File: src/acp_pkg.sv
// Shared types and constants for the coordinate text parser.
package acp_pkg;

    // Suffix letter codes.
    typedef enum logic [2:0] {
        SUF_NONE = 3'd0,
        SUF_N    = 3'd1,
        SUF_S    = 3'd2,
        SUF_E    = 3'd3,
        SUF_W    = 3'd4
    } suffix_t;

    localparam int unsigned MAX_INT_DIGITS  = 7;
    localparam int unsigned MAX_FRAC_DIGITS = 8;
    localparam int unsigned ANGLE_W         = 41;

    // Parsed text, handed from the front to the back.
    typedef struct packed {
        logic [MAX_INT_DIGITS-1:0][3:0] digits;
        logic [3:0]                     int_count;
        logic [26:0]                    frac_value;
        logic [3:0]                     frac_count;
        logic                           point_seen;
        suffix_t                        suffix;
        logic                           malformed;
    } text_t;

    // Power of ten for up to eight fraction digits.
    function automatic logic [26:0] pow10(input logic [3:0] n);
        logic [26:0] p;
        p = 27'd1;
        for (int i = 0; i < 8; i++) begin
            if (i < int'(n)) begin
                p = 27'(p * 27'd10);
            end
        end
        return p;
    endfunction

endpackage

File: src/acp_front.sv
// Front part: takes characters and collects one parsed text.
module acp_front (
    input  logic            aclk,
    input  logic            aresetn,
    input  logic [7:0]      s_char,
    input  logic            s_last,
    input  logic            s_valid,
    output logic            s_ready,
    output acp_pkg::text_t  q_data,
    output logic            q_valid,
    input  logic            q_ready
);

    acp_pkg::text_t cur_reg, cur_next;
    acp_pkg::text_t q_reg;
    logic           qv_reg;

    assign s_ready = !qv_reg || q_ready;
    assign q_data  = q_reg;
    assign q_valid = qv_reg;

    // Character classification and text update.
    always_comb begin
        logic [3:0] d;
        cur_next = cur_reg;
        d = 4'(s_char - 8'h30);
        if (cur_reg.suffix != acp_pkg::SUF_NONE) begin
            cur_next.malformed = 1'b1;
        end else if (s_char >= 8'h30 && s_char <= 8'h39) begin
            if (cur_reg.point_seen) begin
                if (cur_reg.frac_count >= 4'd8) begin
                    cur_next.malformed = 1'b1;
                end else begin
                    cur_next.frac_value = 27'(cur_reg.frac_value * 27'd10 + 27'(d));
                    cur_next.frac_count = cur_reg.frac_count + 4'd1;
                end
            end else begin
                if (cur_reg.int_count >= 4'd7) begin
                    cur_next.malformed = 1'b1;
                end else begin
                    cur_next.digits[cur_reg.int_count[2:0]] = d;
                    cur_next.int_count = cur_reg.int_count + 4'd1;
                end
            end
        end else if (s_char == 8'h2E) begin
            if (cur_reg.point_seen || cur_reg.int_count == 4'd0) begin
                cur_next.malformed = 1'b1;
            end else begin
                cur_next.point_seen = 1'b1;
            end
        end else if (s_char == 8'h4E) begin
            cur_next.suffix = acp_pkg::SUF_N;
        end else if (s_char == 8'h53) begin
            cur_next.suffix = acp_pkg::SUF_S;
        end else if (s_char == 8'h45) begin
            cur_next.suffix = acp_pkg::SUF_E;
        end else if (s_char == 8'h57) begin
            cur_next.suffix = acp_pkg::SUF_W;
        end else begin
            cur_next.malformed = 1'b1;
        end
    end

    // Text register and one-entry handoff register.
    always_ff @(posedge aclk) begin
        if (!aresetn) begin
            cur_reg.int_count  <= '0;
            cur_reg.frac_value <= '0;
            cur_reg.frac_count <= '0;
            cur_reg.point_seen <= 1'b0;
            cur_reg.suffix     <= acp_pkg::SUF_NONE;
            cur_reg.malformed  <= 1'b0;
            qv_reg             <= 1'b0;
        end else begin
            if (s_valid && s_ready && s_last) begin
                qv_reg <= 1'b1;
            end else if (q_ready) begin
                qv_reg <= 1'b0;
            end
            if (s_valid && s_ready) begin
                if (s_last) begin
                    q_reg              <= cur_next;
                    cur_reg.int_count  <= '0;
                    cur_reg.frac_value <= '0;
                    cur_reg.frac_count <= '0;
                    cur_reg.point_seen <= 1'b0;
                    cur_reg.suffix     <= acp_pkg::SUF_NONE;
                    cur_reg.malformed  <= 1'b0;
                end else begin
                    cur_reg <= cur_next;
                end
            end
        end
    end

endmodule

File: src/acp_back.sv
// Back part: checks a parsed text and converts it to fixed-point degrees.
module acp_back #(
    parameter int FRACTION_BITS = 32
) (
    input  logic                              aclk,
    input  logic                              aresetn,
    input  acp_pkg::text_t                    q_data,
    input  logic                              q_valid,
    output logic                              q_ready,
    output logic [acp_pkg::ANGLE_W-1:0]       m_angle,
    output logic                              m_ok,
    output logic                              m_lon,
    output logic                              m_valid,
    input  logic                              m_ready
);

    localparam int STEPS  = FRACTION_BITS + 1;
    localparam int CNT_W  = $clog2(STEPS + 1);
    localparam int NUM_W  = 48;
    localparam int X_W    = FRACTION_BITS + 10;

    typedef enum logic [2:0] {
        ST_IDLE, ST_CHECK, ST_NUM, ST_DIV, ST_FIN, ST_OUT
    } state_t;

    state_t               state_reg;
    acp_pkg::text_t       t_reg;
    logic                 ok_reg, lon_reg, neg_reg;
    logic [NUM_W-1:0]     num_reg, rem_reg;
    logic [NUM_W-1:0]     den_reg;
    logic [X_W-1:0]       x_reg;
    logic [CNT_W-1:0]     cnt_reg;
    logic [acp_pkg::ANGLE_W-1:0] angle_reg;

    // Field decoding of the held text.
    logic        lon;
    logic [3:0]  dd, n;
    logic [1:0]  units;
    logic        form_ok;
    logic [7:0]  deg;
    logic [5:0]  mins, secs;
    logic        limit, range_ok;
    logic [26:0] p10;
    logic [NUM_W-1:0] whole, num_c, den_c;
    logic [NUM_W:0]   rem_sh;

    always_comb begin
        lon   = t_reg.suffix == acp_pkg::SUF_E || t_reg.suffix == acp_pkg::SUF_W;
        dd    = lon ? 4'd3 : 4'd2;
        n     = t_reg.int_count;
        units = (n == dd + 4'd4) ? 2'd2 : (n == dd + 4'd2) ? 2'd1 : 2'd0;
        form_ok = !t_reg.malformed && t_reg.suffix != acp_pkg::SUF_NONE
                  && (n == dd || n == dd + 4'd2 || n == dd + 4'd4);
        if (t_reg.point_seen && (t_reg.frac_count == 4'd0
                || t_reg.frac_count > ((units == 2'd2) ? 4'd4 : 4'd8))) begin
            form_ok = 1'b0;
        end
        limit    = 1'b0;
        range_ok = 1'b1;
        if (lon) begin
            limit = t_reg.digits[0] == 4'd1 && t_reg.digits[1] == 4'd8
                    && t_reg.digits[2] == 4'd0;
            if (!limit && !(t_reg.digits[0] == 4'd0
                    || (t_reg.digits[0] == 4'd1 && t_reg.digits[1] <= 4'd7))) begin
                range_ok = 1'b0;
            end
            deg = 8'(t_reg.digits[0]) * 8'd100 + 8'(t_reg.digits[1]) * 8'd10
                  + 8'(t_reg.digits[2]);
        end else begin
            limit = t_reg.digits[0] == 4'd9 && t_reg.digits[1] == 4'd0;
            if (!limit && t_reg.digits[0] > 4'd8) begin
                range_ok = 1'b0;
            end
            deg = 8'(t_reg.digits[0]) * 8'd10 + 8'(t_reg.digits[1]);
        end
        mins = '0;
        secs = '0;
        if (units >= 2'd1) begin
            if (t_reg.digits[dd[2:0]] > 4'd5) range_ok = 1'b0;
            mins = 6'(t_reg.digits[dd[2:0]] * 6'd10 + 6'(t_reg.digits[3'(dd + 4'd1)]));
        end
        if (units == 2'd2) begin
            if (t_reg.digits[3'(dd + 4'd2)] > 4'd5) range_ok = 1'b0;
            secs = 6'(t_reg.digits[3'(dd + 4'd2)] * 6'd10
                   + 6'(t_reg.digits[3'(dd + 4'd3)]));
        end
        if (limit && (mins != 0 || secs != 0 || t_reg.frac_value != 0)) begin
            range_ok = 1'b0;
        end
        p10 = acp_pkg::pow10(t_reg.frac_count);
        case (units)
            2'd2:    whole = NUM_W'(deg) * 48'd3600 + NUM_W'(mins) * 48'd60 + NUM_W'(secs);
            2'd1:    whole = NUM_W'(deg) * 48'd60 + NUM_W'(mins);
            default: whole = NUM_W'(deg);
        endcase
        case (units)
            2'd2:    den_c = NUM_W'(p10) * 48'd3600;
            2'd1:    den_c = NUM_W'(p10) * 48'd60;
            default: den_c = NUM_W'(p10);
        endcase
        num_c  = NUM_W'(whole[19:0]) * NUM_W'(p10);
        rem_sh = {rem_reg, 1'b0};
    end

    assign q_ready = state_reg == ST_IDLE;
    assign m_valid = state_reg == ST_OUT;
    assign m_angle = angle_reg;
    assign m_ok    = ok_reg;
    assign m_lon   = lon_reg;

    // Sequencer: check, build ratio, long division one bit a cycle, round.
    always_ff @(posedge aclk) begin
        if (!aresetn) begin
            state_reg <= ST_IDLE;
        end else begin
            unique case (state_reg)
                ST_IDLE: begin
                    if (q_valid) begin
                        t_reg     <= q_data;
                        state_reg <= ST_CHECK;
                    end
                end
                ST_CHECK: begin
                    ok_reg  <= form_ok && range_ok;
                    lon_reg <= form_ok && range_ok && lon;
                    neg_reg <= t_reg.suffix == acp_pkg::SUF_S
                               || t_reg.suffix == acp_pkg::SUF_W;
                    den_reg <= den_c;
                    num_reg <= num_c;
                    if (form_ok && range_ok) begin
                        state_reg <= ST_NUM;
                    end else begin
                        angle_reg <= '0;
                        state_reg <= ST_OUT;
                    end
                end
                ST_NUM: begin
                    // Integer part is the whole units scaled down: quotient = degrees.
                    x_reg     <= X_W'(deg);
                    rem_reg   <= num_reg + NUM_W'(t_reg.frac_value)
                                 - NUM_W'(deg) * den_reg;
                    cnt_reg   <= '0;
                    state_reg <= ST_DIV;
                end
                ST_DIV: begin
                    if (rem_sh >= {1'b0, den_reg}) begin
                        rem_reg <= NUM_W'(rem_sh - {1'b0, den_reg});
                        x_reg   <= {x_reg[X_W-2:0], 1'b1};
                    end else begin
                        rem_reg <= rem_sh[NUM_W-1:0];
                        x_reg   <= {x_reg[X_W-2:0], 1'b0};
                    end
                    cnt_reg <= cnt_reg + 1'b1;
                    if (cnt_reg == CNT_W'(STEPS - 1)) begin
                        state_reg <= ST_FIN;
                    end
                end
                ST_FIN: begin
                    angle_reg <= neg_reg
                        ? acp_pkg::ANGLE_W'(-((x_reg + 1'b1) >> 1))
                        : acp_pkg::ANGLE_W'((x_reg + 1'b1) >> 1);
                    state_reg <= ST_OUT;
                end
                ST_OUT: begin
                    if (m_ready) begin
                        state_reg <= ST_IDLE;
                    end
                end
                default: state_reg <= ST_IDLE;
            endcase
        end
    end

    // An invalid result always carries a zero angle and no longitude flag.
    assert property (@(posedge aclk) disable iff (!aresetn)
        m_valid && !m_ok |-> m_angle == '0 && !m_lon)
        else $error("invalid result with nonzero payload");
    // A result is held while the receiver stalls.
    assert property (@(posedge aclk) disable iff (!aresetn)
        m_valid && !m_ready |=> m_valid && $stable(m_angle))
        else $error("result dropped under stall");
    // The divider never runs past its step count.
    assert property (@(posedge aclk) disable iff (!aresetn)
        state_reg == ST_DIV |-> cnt_reg < CNT_W'(STEPS))
        else $error("division step overrun");

endmodule

File: src/aixm_coordinate_text_parser.sv
// Top level of the coordinate text parser.
//
// Input: one ASCII character per item on s_axis (tdata), s_axis_tlast on
// the final character of a text. Each text yields exactly one item on m_axis:
// tdata holds the signed angle in degrees with FRACTION_BITS fraction bits,
// tuser holds the valid flag and the longitude flag.
// A front part takes one character per cycle, unless its one-entry handoff
// register is full and the back part busy, and hands a completed text to
// a back part through that register, so the next text streams in while
// the previous one is converted. The back part checks, sets up, runs a
// shift-subtract divider that yields one quotient bit per cycle, rounds,
// and then presents the output; that divider sets the pace for short texts.
// Reset clears all control state; no result is pending afterward.
// When m_axis_tready is low the result is held, the back part stops, and
// once the handoff register is full s_axis_tready drops.
module aixm_coordinate_text_parser #(
    parameter int FRACTION_BITS = 32
) (
    input  logic        aclk,
    input  logic        aresetn,
    input  logic        s_axis_tvalid,
    output logic        s_axis_tready,
    input  logic [7:0]  s_axis_tdata,   // text_char
    input  logic        s_axis_tlast,   // is_last
    output logic        m_axis_tvalid,
    input  logic        m_axis_tready,
    output logic [47:0] m_axis_tdata,   // angle_degrees [40:0], zeros above
    output logic [1:0]  m_axis_tuser    // valid_res [0], is_longitude [1]
);

    acp_pkg::text_t q_data;
    logic           q_valid, q_ready;
    logic [acp_pkg::ANGLE_W-1:0] angle;
    logic           ok, lon;

    acp_front u_front (
        .aclk    (aclk),
        .aresetn (aresetn),
        .s_char  (s_axis_tdata),
        .s_last  (s_axis_tlast),
        .s_valid (s_axis_tvalid),
        .s_ready (s_axis_tready),
        .q_data  (q_data),
        .q_valid (q_valid),
        .q_ready (q_ready)
    );

    acp_back #(.FRACTION_BITS(FRACTION_BITS)) u_back (
        .aclk    (aclk),
        .aresetn (aresetn),
        .q_data  (q_data),
        .q_valid (q_valid),
        .q_ready (q_ready),
        .m_angle (angle),
        .m_ok    (ok),
        .m_lon   (lon),
        .m_valid (m_axis_tvalid),
        .m_ready (m_axis_tready)
    );

    assign m_axis_tdata = {7'd0, angle};
    assign m_axis_tuser = {lon, ok};

endmodule

File: config.mk
export PLATFORM = sky130hd
export DESIGN_NAME = aixm_coordinate_text_parser
export DESIGN_NICKNAME = d
export VERILOG_FILES = /design/src/acp_pkg.sv /design/src/acp_front.sv /design/src/acp_back.sv /design/src/aixm_coordinate_text_parser.sv
export SDC_FILE = /design/constraint.sdc
export NUM_CORES = 2
export LEC_CHECK = 0
export CAP_MARGIN = 40
export CORE_ASPECT_RATIO = 1.5
export CORE_MARGIN = 2
export CORE_UTILIZATION = 33
export DETAILED_ROUTE_END_ITERATION = 8
export DONT_BUFFER_PORTS = 1
export MAX_ROUTING_LAYER = met4
export PLACE_DENSITY = 0.55
export SYNTH_ARGS = -nofsm -noshare
export SYNTH_HDL_FRONTEND = slang
export SYNTH_SLANG_ARGS = --single-unit
File: constraint.sdc
create_clock -name aclk -period 16.5 [get_ports aclk]
set_clock_uncertainty 0.05 [all_clocks]
set_input_delay 2.475 -clock aclk [delete_from_list [all_inputs] [get_ports aclk]]
set_output_delay 2.475 -clock aclk [all_outputs]
set_load 0.05 [all_outputs]
==> flow_metrics.tcl <==
set metrics [dict create \
    area_growth_pct 10.6 \
    synth_edf_count 390 \
    drt-initial-drc-count 2472 \
    route.detailed.drc 0 \
    critPathBufInv 13 \
    hold_buffers 0 \
    routabilityCongestion 0.944 \
    synth_compound_area_share_pct 12.1 \
    cts_max_path_buffers 3 \
    avgSynthCellArea_sq_um 9.21 \
    path_class "reg2reg" \
    fin_area_sq_mm 0.0727 \
    seq_area_frac_synth_pct 19.2 \
    fmax_mhz 63.6 \
    grt_max_degree 68 \
    drt_wl_total_mm 195 \
    cts_max_level 2 \
    critPathLaunch "u_back.t_reg[8]" \
    ys_types 99 \
    r2r_cells 73 \
    finalSetupViolations 0 \
    yosys_warnings 0 \
    port_buffers 0 \
    drive_gt1_share_pct 8.27 \
    grt_first_pass_wirelength_mm 308 \
    cts_root_buffer "clkbuf_16" \
    synthArstFlopShare_pct 0 \
    synth_top_family_by_area "adder cells" \
    max_slew.worst_pin.slew_ps 943 \
    finalWorstSetupSlack_ps 789 \
    drtPass1Iterations 6 \
    n_fill_cell 20000 \
    place_ws_ps 48.7 \
    clock_sinks 434 \
    end_kind "flip-flop" \
    cts_tree "done" \
    num_rows 200 \
    fp.dieW_microns 368 \
    track_usage_pct 19.9 \
    r2r-end "u_back.num_reg[43]" \
    start_util_pct 33.2 \
    holdWs_ps 361 \
    critPathTopFamily "adder cells" \
    synth.top_cell.area_share_pct 25.9 \
    fin_util_pct 36.7 \
    r2r_setup_slack_ps 790 \
    worstPathRequired_ps 16800 \
    hold_path_class "reg2reg" \
    synthTopCellsByCount "954 x inv_1, 851 x fa_1, 813 x nand2_1" \
    routed_via_density 5.13 \
    final_nets 8837 \
    placed_area_sq_mm 0.0707 \
    slew_violations 0 \
    whs_path_depth 0 \
    dp_hpwl_mm 162 \
    crit_fanout 6 \
    vias 50800 \
    arrival_ps 16010 \
    io_pins 65 \
    fp.coreArea_sq_mm 0.198 \
    synthMuxAreaShare_pct 1.53 \
    grt_pass1_vias 55200 \
    cts_inserted_buffers 46 \
    grt_overflow_total 0 \
    synth_xor_area_share_pct 5.63 \
    r2r_start "u_back.t_reg[8]" \
    post-route-period-util_pct 95.2 \
    synth_fa_ha_area_share_pct 39.9 \
    crit_cells 73 \
    die_area_sq_mm 0.203 \
    path_clk_slew_ps 70 \
    yosys.area_share.simple_pct 14.5 \
    yosysTopAreaCell "fa_1" \
    hold_path.startpoint "u_front.q_data[23]" \
    cpMostUsedCell "ha_1" \
    synth_area_leaders "fa_1 26%, edfxtp_1 18%, ha_1 14%, inv_1 5.4%, nand2_1 4.6%" \
    clk_latency_ps 630 \
    rsz0062_at_grt "yes" \
    cp_slowest_stage_delay_ps 560 \
    critPathSlowestCell "fa_1" \
    max_slew_margin_pct 36.7 \
    dieHeight_microns 551 \
    syn_inst 7137 \
    synth_seq_cells 434 \
    ant_nets 0 \
    synth_most_common_cell "inv_1" \
    post_drt_wl_per_cell_microns 19.7 \
    hold_viol_final 0 \
    start_kind "flip-flop" \
    synthesis.area_sq_mm 0.0657 \
    cap_violations 0 \
    outcome "completed" \
    grt_antenna_before_repair 4 \
    fin_crit_ps 15710 \
    crit_end "u_back.num_reg[43]" \
    synth_flop_cell "edfxtp_1" \
]
-- worst min path at each step --
stage / endpoint / slack, ps
2_1_floorplan: u_back.n[0] / 350
3_3_place_gp: u_back.t_reg[59] / 350
3_5_place_dp: u_back.t_reg[30] / 350
4_1_cts: u_back.t_reg[23] / 370
5_1_grt: u_back.t_reg[30] / 370
6_report: u_back.t_reg[23] / 360
-- cell families (layout without fill, tap and decap cells) --
kind of cell / count (synthesis) / in the layout
flops: 434 / 434
other cells: 1 / 11
compound gates: 1243 / 1243
mux: 92 / 92
buf+inv: 1236 / 1368
xor+xnor: 421 / 421
fa+ha+maj: 1585 / 1585
simple gates: 2125 / 2125
-- area by class of cell --
type / count / area, sq um / area share (%)
inverters: 964 / 3620 / 4.98
clock inverters: 28 / 340 / 0.468
repair buffers: 319 / 2620 / 3.60
diodes: 3 / 7.51 / 0.0103
well taps: 2626 / 3290 / 4.52
clock buffers: 57 / 1290 / 1.77
flip-flops and latches: 434 / 12600 / 17.3
multi-input cells: 5474 / 49000 / 67.3
-- stage by stage --
step | cells | setup TNS (ps)
after global routing | 9904 | -404
after floorplan | 7144 | 0
after CTS | 9897 | 0
after detailed placement | 9812 | 0
after global placement | 9796 | -15.6
final | 9905 | 0
-- layout by cell type, fill, tap and decap left out, types with 56 or more instances in the layout --
master and instances:
inv_1 951, fa_1 851, nand2_1 812, ha_1 730
nor2_1 655, edfxtp_1 390, a21oi_1 349, buf_4 302
xnor2_1 270, o21ai_0 242, xor2_1 149, a21o_1 145
nand3_1 107, nor2b_1 89, nor3_1 89, mux2_2 68
and2_1 67, nand2b_1 59, o21bai_1 58, a211oi_1 57
o21a_1 56
-- worst register-to-register path, delay by kind of cell (launching register included) --
| family | cells | cell delay (ps) |
|---|---|---|
| flops | 1 | 390 |
| mux | 1 | 170 |
| xor+xnor | 4 | 650 |
| simple gates | 15 | 2340 |
| compound gates | 21 | 3430 |
| buf+inv | 13 | 1270 |
| fa+ha+maj | 19 | 7080 |
-- layer usage --
| layer | track usage [%] | wire length [microns] | vias to the layer above |
|---|---|---|---|
| met4 | 10.0 | 11800 | 0 |
| met2 | 37.3 | 104000 | 1031 |
| met5 | - | 0 | - |
| met3 | 1.24 | 5630 | 403 |
| met1 | 21.0 | 73700 | 25400 |
| li1 | - | - | 24000 |
-- repair_timing --
item                       in CTS  in global routing
setup endpoints to repair       3                 22
buffers inserted                0                  4
gates resized for setup         2                 71
pin swaps                       0                 20
Power is not shown: default switching activity piles up to over one toggle a cycle in this logic, so the estimate is an artifact.
